===== config.mk =====
export PLATFORM = sky130hd
export DESIGN_NAME = mtm_ctrl
export DESIGN_NICKNAME = d
export VERILOG_FILES = /design/src/hw/rtl/mtm_pkg.sv /design/src/hw/rtl/mtm_ctrl.sv
export SDC_FILE = /design/constraint.sdc
export NUM_CORES = 1
export LEC_CHECK = 0
export BUFFER_PORTS_ARGS = -buffer_cell sky130_fd_sc_hd__buf_2
export CORE_AREA = 2 2 39 41
export DETAILED_ROUTE_END_ITERATION = 7
export DIE_AREA = 0 0 41 43
export PLACE_DENSITY = 0.55
export SKIP_LAST_GASP = 1
export SLEW_MARGIN = 10
export SYNTH_ARGS = -nofsm -noshare
export SYNTH_HDL_FRONTEND = slang
export SYNTH_SLANG_ARGS = --single-unit

===== constraint.sdc =====
create_clock -name clk -period 2.9 [get_ports clk]
set_input_delay 0.58 -clock clk [delete_from_list [all_inputs] [get_ports clk]]
set_output_delay 0.58 -clock clk [all_outputs]
set_load 0.005 [all_outputs]

===== src/hw/rtl/mtm_pkg.sv =====
// shared constants, types and fp32 helper functions of the matrix tile multiplier
package mtm_pkg;

  localparam int ROWS    = 8;
  localparam int INNER   = 16;
  localparam int COLS    = 16;
  localparam int A_DEPTH = ROWS * INNER;
  localparam int B_DEPTH = INNER * COLS;
  localparam int A_AW    = $clog2(A_DEPTH);
  localparam int B_AW    = $clog2(B_DEPTH);
  localparam int K_W     = (INNER > 1) ? $clog2(INNER) : 1;
  localparam int C_W     = (COLS > 1) ? $clog2(COLS) : 1;

  localparam logic [1:0] OP_WR_A    = 2'd0;
  localparam logic [1:0] OP_WR_B    = 2'd1;
  localparam logic [1:0] OP_COMPUTE = 2'd2;

  localparam logic [2:0] ADDR_HALF_INPUTS = 3'd0;

  localparam logic [31:0] QNAN      = 32'h7FC0_0000;
  localparam logic [7:0]  EXP_MAX   = 8'hFF;
  localparam logic [7:0]  HALF_BIAS = 8'd112;

  typedef enum logic [3:0] {
    ST_IDLE, ST_READ, ST_LOAD, ST_MUL, ST_MNORM, ST_MRND,
    ST_ALIGN, ST_ADD, ST_ARND, ST_EMIT
  } state_t;

  typedef struct packed {
    logic wr_a;
    logic wr_b;
    logic start_row;
    logic load;
    logic mul;
    logic mnorm;
    logic mrnd;
    logic align;
    logic add;
    logic arnd;
    logic next_k;
    logic next_col;
    logic emit;
  } cmd_t;

  typedef struct packed {
    logic a_idx_ok;
    logic b_idx_ok;
    logic row_ok;
    logic last_k;
    logic last_col;
  } status_t;

  typedef struct packed {
    logic        s;
    logic [7:0]  e;
    logic [23:0] m;
    logic        zero;
    logic        inf;
    logic        nan;
  } fp_t;

  function automatic fp_t unpack(input logic [31:0] b);
    fp_t u;
    u.s    = b[31];
    u.e    = (b[30:23] == 8'd0) ? 8'd1 : b[30:23];
    u.m    = {b[30:23] != 8'd0, b[22:0]};
    u.zero = (b[30:23] == 8'd0) && (b[22:0] == 23'd0);
    u.inf  = (b[30:23] == EXP_MAX) && (b[22:0] == 23'd0);
    u.nan  = (b[30:23] == EXP_MAX) && (b[22:0] != 23'd0);
    return u;
  endfunction

  function automatic logic [31:0] widen_half(input logic [15:0] h);
    logic [4:0]  ex;
    logic [9:0]  fr;
    logic [3:0]  n;
    logic        found;
    logic [10:0] sh;
    ex = h[14:10];
    fr = h[9:0];
    n = 4'd0;
    found = 1'b0;
    for (int i = 9; i >= 0; i--) begin
      if (!found) begin
        if (fr[i]) found = 1'b1;
        else n = n + 4'd1;
      end
    end
    sh = {1'b0, fr} << (n + 4'd1);
    if (ex == 5'd0) begin
      if (fr == 10'd0) return {h[15], 31'd0};
      return {h[15], 8'(8'd113 - 8'(n) - 8'd1), sh[9:0], 13'd0};
    end
    if (ex == 5'h1F) return {h[15], EXP_MAX, fr, 13'd0};
    return {h[15], 8'(8'(ex) + HALF_BIAS), fr, 13'd0};
  endfunction

  function automatic logic [5:0] lzc48(input logic [47:0] v);
    logic [5:0] n;
    logic       found;
    n = 6'd0;
    found = 1'b0;
    for (int i = 47; i >= 0; i--) begin
      if (!found) begin
        if (v[i]) found = 1'b1;
        else n = n + 6'd1;
      end
    end
    return n;
  endfunction

  function automatic logic [4:0] lzc27(input logic [26:0] v);
    logic [4:0] n;
    logic       found;
    n = 5'd0;
    found = 1'b0;
    for (int i = 26; i >= 0; i--) begin
      if (!found) begin
        if (v[i]) found = 1'b1;
        else n = n + 5'd1;
      end
    end
    return n;
  endfunction

  // sig has its leading bit at 26, three extra bits below the lsb
  function automatic logic [31:0] round_pack(input logic s, input logic signed [10:0] e,
                                             input logic [26:0] sig);
    logic [26:0]        t;
    logic [10:0]        sh;
    logic               st;
    logic               sub;
    logic               inc;
    logic [24:0]        m;
    logic signed [10:0] e2;
    logic [22:0]        frac;
    sh = 11'd0;
    st = 1'b0;
    if (e > 0) begin
      t = sig;
      sub = 1'b0;
    end else begin
      sh = 11'(11'sd1 - e);
      sub = 1'b1;
      if (sh >= 11'd27) begin
        t = {26'd0, |sig};
      end else begin
        for (int i = 0; i < 27; i++) begin
          if (i < int'(sh)) st = st | sig[i];
        end
        t = (sig >> sh) | {26'd0, st};
      end
    end
    inc = t[2] & (t[1] | t[0] | t[3]);
    m = {1'b0, t[26:3]} + 25'(inc);
    if (sub) return {s, 7'd0, m[23], m[22:0]};
    e2 = m[24] ? (e + 11'sd1) : e;
    frac = m[24] ? m[23:1] : m[22:0];
    if (e2 >= 11'sd255) return {s, EXP_MAX, 23'd0};
    return {s, e2[7:0], frac};
  endfunction

endpackage


===== src/hw/rtl/mtm_ctrl.sv =====
// sequencer for element writes and the row multiply-accumulate steps
module mtm_ctrl (
  input  logic             clk,
  input  logic             rst,
  input  logic             start,
  input  logic [1:0]       op,
  input  mtm_pkg::status_t st,
  output mtm_pkg::cmd_t    cmd,
  output logic             busy
);
  import mtm_pkg::*;

  state_t state, state_next;

  always_ff @(posedge clk) begin
    if (rst) state <= ST_IDLE;
    else state <= state_next;
  end

  always_comb begin
    state_next = state;
    cmd = '0;
    busy = 1'b1;
    unique case (state)
      ST_IDLE: begin
        busy = 1'b0;
        if (start) begin
          unique case (op)
            OP_WR_A: cmd.wr_a = st.a_idx_ok;
            OP_WR_B: cmd.wr_b = st.b_idx_ok;
            OP_COMPUTE: begin
              if (st.row_ok) begin
                cmd.start_row = 1'b1;
                state_next = ST_READ;
              end
            end
            default: ;
          endcase
        end
      end
      ST_READ: state_next = ST_LOAD;
      ST_LOAD: begin
        cmd.load = 1'b1;
        state_next = ST_MUL;
      end
      ST_MUL: begin
        cmd.mul = 1'b1;
        state_next = ST_MNORM;
      end
      ST_MNORM: begin
        cmd.mnorm = 1'b1;
        state_next = ST_MRND;
      end
      ST_MRND: begin
        cmd.mrnd = 1'b1;
        state_next = ST_ALIGN;
      end
      ST_ALIGN: begin
        cmd.align = 1'b1;
        state_next = ST_ADD;
      end
      ST_ADD: begin
        cmd.add = 1'b1;
        state_next = ST_ARND;
      end
      ST_ARND: begin
        cmd.arnd = 1'b1;
        if (st.last_k) begin
          state_next = ST_EMIT;
        end else begin
          cmd.next_k = 1'b1;
          state_next = ST_READ;
        end
      end
      ST_EMIT: begin
        cmd.emit = 1'b1;
        cmd.next_col = 1'b1;
        state_next = st.last_col ? ST_IDLE : ST_READ;
      end
      default: state_next = ST_IDLE;
    endcase
  end

endmodule


==> impl_results.md, run 1 <==
* Run status: finished, final reports clean
* Pre-CTS setup slack at 1070 ps
* Drt wl/cell at 9.61 um
* Chip height at 43 um
* Final setup TNS at 0 ps
* Yosys Warn Count at 0
* Grt total ovfl at 0
* P per Cell Area at 589 nW/um2
* Final Hold Vio Count at 0
* MaxCap Viol Count at 0
* Min cycle time layout at 2080 ps
* CTS tree: done
* IO buf count at 23
* Largest register by flop count: state
* Register area at 80.1 um2
* Clock buffer count from CTS at 3
* Syn Std Cell Area at 347 um2
* Vias in the first global route at 316
* Largest net degree at the start of global routing at 11
* Filler cell count at 148
* Slew HR at 0.741
* GRT Total Usage at 0.105
* Max incr delay on CP at 410 ps
* ANT nets after route at 0
* Global placement routability congestion at 0.657
* Via/cell ratio at 4.62
* Remaining DRCs at 0
* Crit. End Element: primary output
* WHS at 545 ps
* Post-synth top area share at 0.231
* DP Cell Count at 74
* Die area at 1760 um2
* Clock network power share at 0.251
* Hold_buf cts at 0
* Initial antenna violation count at 0
* Max Freq at 480 MHz
* Fin. max-slew vios at 0
* Hold/Removal Path Class: in -> reg
* Sw Share at 0.381
* Core footprint at 1380 um2
* # setup viols final at 0
* Syn nets at 50
* RSZ-0062 raised after global routing: false
* Critical path data arrival time at 1500 ps
* Setup Fix Bufs, Post-CTS at 0
* Layout cells sized above 1 at 0.508
* Dpl hpwl at 605 um
* TritonCTS Sinks at 4
* CTS root buffer: clkbuf_4
* Max FFs per register at 4
* Seq pwr share at 0.368
* Die span in x at 41 um
* Switch Pwr at 0.104 mW
* Combinational share of power at 0.381
* CTS-repair resized insts at 0
* Internal power at 0.169 mW
* Dominant cell type by area after synthesis: dfxtp_1
* CP Data Required Time at 2320 ps
* Worst Max-Slew Pin Slew at 388 ps
* Commonest non-fill, non-tap cell in the layout: buf_2
* Row count at 14
* Clock slew at reported path FFs at 40 ps
* 1st-pass router iterations at 4
* Most frequent cells in the layout: 23 x buf_2, 5 x nor3_1, 4 x nand2b_1, 4 x nor2_1, 4 x dfxtp_1
* Fin crit share at 0.718
* Initial Utilization at 0.250
* Worst clock skew at 7.02 ps
* Non-Filler Instances at 77
* Post-synthesis sequential area ratio at 0.231
* Worst-Skew Late Latency at 240 ps
* Diode count at 0
* Clock Tree Buf Depth at 2
* Post-Route WL at 740 um
* Mapped Avg Cell Area at 8.66 um2
* Main area contributors after synthesis: dfxtp_1 23%, nor4b_2 13%, nand2b_1 7.2%
* Final WS setup at 819 ps
* CTS H-tree depth at 1
* First-pass GRT wire length at 1290 um
* Slowest cell on crit path: dfxtp_1
* Synth unique cells at 21
* Critical Path Start Type: register
* Top Registers: state: 4 flops
* DR vias at 356
* Crit Path Category: reg -> out
* Final nets at 73
* Yosys reg bits at 4
* Pleak at 0.223 nW
* Area of the multi-input gates at 223 um2
* IO Count at 24
* Syn Inst Count at 40
* Critical-path cell list: nor4_4 > inv_2 > nor4b_2 > buf_2
* Synth-to-Final Area Change at 33.9%
* Worst VDD drop at 0.214 mV
* Initial DRC Count at 5
* Max Fanout on Critical Path at 9
-- through the flow --
stage / util / power [mW] / area [um2]
6_report: 0.335 / 0.273 / 464
3_3_place_gp: 0.319 / 0.207 / 442
2_1_floorplan: - / 0.186 / 347
3_5_place_dp: 0.319 / 0.206 / 442
4_1_cts: 0.335 / 0.278 / 464
5_1_grt: 0.335 / 0.297 / 464
-- path summary, 6_finish.rpt --
path / cells past startpoint / slack, ps / to / startpoint
worst max-delay path: 4 / 820 / cmd[12] / state[2]
worst min register to register: 1 / 610 / state[0] / state[0]
worst min-delay path: 2 / 540 / state[1] / rst
worst max register to register: 3 / 1750 / state[3] / state[3]
-- final cells by class --
type                    count  area share
repair buffers             23       0.248
flip-flops and latches      4       0.173
clock buffers               3      0.0485
well taps                  16      0.0431
inverters                   1     0.00809
multi-input cells          30       0.480
-- cell usage after synthesis (all sizes together) --
cell / instances
a2bb2oi: 1
nand4b: 1
nand2: 3
nor3b: 1
a211o: 1
nor4b: 3
nor4: 1
xnor2: 1
buf: 5
xor2: 1
nor3: 5
a21oi: 1
nor4bb: 1
nor2: 4
nand2b: 4
dfxtp: 4
inv: 1
nor2b: 1
o21a: 1
-- cells by family (layout without fill, tap and decap cells) --
kind of cell	after synthesis	count (layout)	synth area share
AND/OR/NAND/NOR	24	24	0.505
buffers and inverters	6	27	0.126
AO/OA/AOI/OAI	4	4	0.0866
flip-flops	4	4	0.231
XOR/XNOR	2	2	0.0506
-- metal layers --
metal | routed length (um) | vias up | track usage
li1 | - | 182 | -
met1 | 320 | 157 | 0.119
met2 | 360 | 17 | 0.166
met3 | 59 | 0 | 0.0471
met4 | 0 | 0 | 0.0400
met5 | 0 | - | 0
-- power by group through the flow --
stage / logic, mW / registers [mW] / clock network (mW)
6_report: 0.104 / 0.101 / 0.0688
3_3_place_gp: 0.104 / 0.103 / 0
3_5_place_dp: 0.104 / 0.102 / 0
4_1_cts: 0.105 / 0.101 / 0.0724
2_1_floorplan: 0.116 / 0.0701 / 0
5_1_grt: 0.116 / 0.106 / 0.0756
-- critical path, delay by kind of cell (launching register included) --
| kind | cells | cell delay, ps |
|---|---|---|
| buffers and inverters | 2 | 240 |
| flip-flops | 1 | 410 |
| AND/OR/NAND/NOR | 2 | 600 |
No activity file was read; power rests on OpenSTA's default activity.
==> run 2, diff against run 1 <==
Settings changed: PLACE_DENSITY 0.55 to 0.57.
Clock period 2.9 ns to 1.8 ns, I/O delays scaled along.
==> run 2 against run 1 <==
Register-to-register slack got worse by 1100 ps. Combinational power grew to 3.1 times the previous value. Critical path type unchanged. Design area grew 13%. Core utilization is 4.5 points higher. Global-route usage increased by 0.59 points. Critical path depth grew 1. Clock skew fell by 5.0 ps. Highest routed layer is now met4. Critical endpoint is now busy.
==> impl_results.md, run 2 (synthesized netlist as in run 1, its figures left out) <==
* Crit Path Category: reg -> out (unchanged)
* Final nets at 79 (was 73)
* Max Fanout on Critical Path at 3 (was 9)
* WHS at 322 ps (was 545 ps)
* Delay-heaviest family, CP: buffers and inverters (was simple AND/OR/NAND/NOR gates)
* Worst-Skew Late Latency at 240 ps (about the same)
* Die span in x at 41 um (unchanged)
* Post-Route WL at 866 um (was 740 um)
* Initial DRC Count at 3 (was 5)
* DR vias at 382 (was 356)
* Drt wl/cell at 10.4 um (was 9.61 um)
* Remaining DRCs at 0 (unchanged)
* Final setup TNS at 0 ps (unchanged)
* CTS root buffer: clkbuf_4 (unchanged)
* Final Hold Vio Count at 0 (unchanged)
* Core footprint at 1380 um2 (unchanged)
* R2R Setup Slk at 660 ps (was 1750 ps)
* IO Count at 24 (unchanged)
* Global placement routability congestion at 0.679 (was 0.657)
* Pre-CTS setup slack at 276 ps (was 1070 ps)
* Hold/Removal Path Class: in -> reg (unchanged)
* DP Cell Count at 76 (was 74)
* Critical-path cell list: nor4_4 > inv_2 > buf_4 > buf_4 > buf_2 (was nor4_4 > inv_2 > nor4b_2 > buf_2)
* Max FFs per register at 4 (unchanged)
* Max Freq at 577 MHz
* Vias in the first global route at 313 (was 316)
* Worst VDD drop at 0.512 mV (was 0.214 mV)
* Initial antenna violation count at 0 (unchanged)
* Hold_sp: rst (unchanged)
* Diode count at 0 (unchanged)
* IO buf count at 23 (unchanged)
* ANT nets after route at 0 (unchanged)
* Final WS setup at 65.4 ps (was 819 ps)
* Hold_buf cts at 0 (unchanged)
* Largest net degree at the start of global routing at 11 (unchanged)
* GRT Total Usage at 0.111 (was 0.105)
* CTS tree: done (unchanged)
* Crit-path most repeated cell: buf_4
* P per Cell Area at 1090 nW/um2 (was 589 nW/um2)
* Fin. max-slew vios at 0 (unchanged)
* Clock slew at reported path FFs at 40 ps (about the same)
* Run status: finished, final reports clean (unchanged)
* Fin util at 0.381 (was 0.335)
* Via/cell ratio at 4.60 (was 4.62)
* Worst Max-Slew Pin Slew at 300 ps (was 388 ps)
* Largest register by flop count: state (unchanged)
* # setup viols final at 0 (unchanged)
* CP Data Required Time at 1440 ps (was 2320 ps)
* Min cycle time layout at 1730 ps
* Critical path data arrival time at 1370 ps (was 1500 ps)
* Max incr delay on CP at 360 ps (was 410 ps)
* Worst Path Buf+Inv at 4 (was 2)
* Critical path origin: state[1] (was state[2])
* Most frequent cells in the layout: 23 x buf_2, 5 x nor3_1, 5 x buf_4 (was 23 x buf_2, 5 x nor3_1, 4 x nand2b_1, 4 x nor2_1, 4 x dfxtp_1)
* Row count at 14 (unchanged)
* Layout cells sized above 1 at 0.582 (was 0.508)
* Synth-to-Final Area Change at 52.0% (was 33.9%)
* Crit. End Element: primary output (unchanged)
* Grt total ovfl at 0 (unchanged)
* Slowest cell on crit path: dfxtp_4 (was dfxtp_1)
* MaxCap Viol Count at 0 (unchanged)
* Critical Path Start Type: register (unchanged)
* Initial Utilization at 0.250 (unchanged)
* Worst clock skew at 2.01 ps (was 7.02 ps)
* 1st-pass router iterations at 4 (unchanged)
* Worst R2R Start: state[2] (was state[3])
* Pleak at 0.258 nW (was 0.223 nW)
* Clock buffer count from CTS at 3 (unchanged)
* Slew HR at 0.799 (was 0.741)
* Chip height at 43 um (unchanged)
* First-pass GRT wire length at 1300 um (was 1290 um)
* Dpl hpwl at 654 um (was 605 um)
* Clock Tree Buf Depth at 2 (unchanged)
* RSZ-0062 raised after global routing: true (was false)
* Top Registers: state: 4 flops (unchanged)
* Die area at 1760 um2 (unchanged)
* Fin crit share at 0.964
* TritonCTS Sinks at 4 (unchanged)
* Commonest non-fill, non-tap cell in the layout: buf_2 (unchanged)
* Non-Filler Instances at 83 (was 77)
* CTS H-tree depth at 1 (unchanged)
==> run 2: changes by cell type in the layout (fill, tap and decap cells not counted), sizes merged <==
cell / before / now
buf: 23 / 29
==> run 2: final timing paths <==
check / depth (start not counted) / end
worst max-delay path: 5 / busy
worst min-delay path: 2 / state[1]
worst max register to register: 4 / state[0]
worst min register to register: 1 / state[0]
==> run 2: worst register-to-register path, delay by kind of cell, from the launching register on <==
| kind | cells | cell delay (ps) |
|---|---|---|
| AOI/OAI and AO/OA | 3 | 570 |
| buffers and inverters | 1 | 170 |
| DFF | 1 | 330 |
==> run 2: final cells by class <==
cell class | instances | area [um2]
flip-flops and latches | 4 | 85.1
fillers | 151 | 857
clock buffers | 3 | 22.5
multi-input cells | 30 | 223
inverters | 1 | 3.75
repair buffers | 29 | 173
well taps | 16 | 20.0
==> run 2: where the power goes <==
part           internal (mW)  total (mW)  leakage, nW  switching [mW]
clock network         0.0746       0.112       0.0138          0.0374
logic                  0.189       0.318        0.210           0.129
registers              0.112       0.143       0.0337          0.0310
==> run 2: per-layer routing <==
| metal | share of wire | up-vias | track usage |
|---|---|---|---|
| met5 | 0 | - | 0 |
| met3 | 0.087 | 2 | 0.0628 |
| met1 | 0.44 | 164 | 0.141 |
| met4 | 0.016 | 0 | 0.0600 |
| met2 | 0.46 | 20 | 0.144 |
| li1 | - | 196 | - |
==> run 2: stage by stage <==
step	total power [mW]	instance area [um2]
floorplan	0.299	347
global placement	0.346	457
detailed placement	0.351	457
CTS	0.468	479
global route	0.608	527
finish	0.573	527
==> run 2: what timing repair did <==
action / in CTS / in global routing
setup endpoints to repair: 0 / 4
buffers inserted: 0 / 4
gates resized for setup: 0 / 3
hold endpoints to repair: 0 / 0
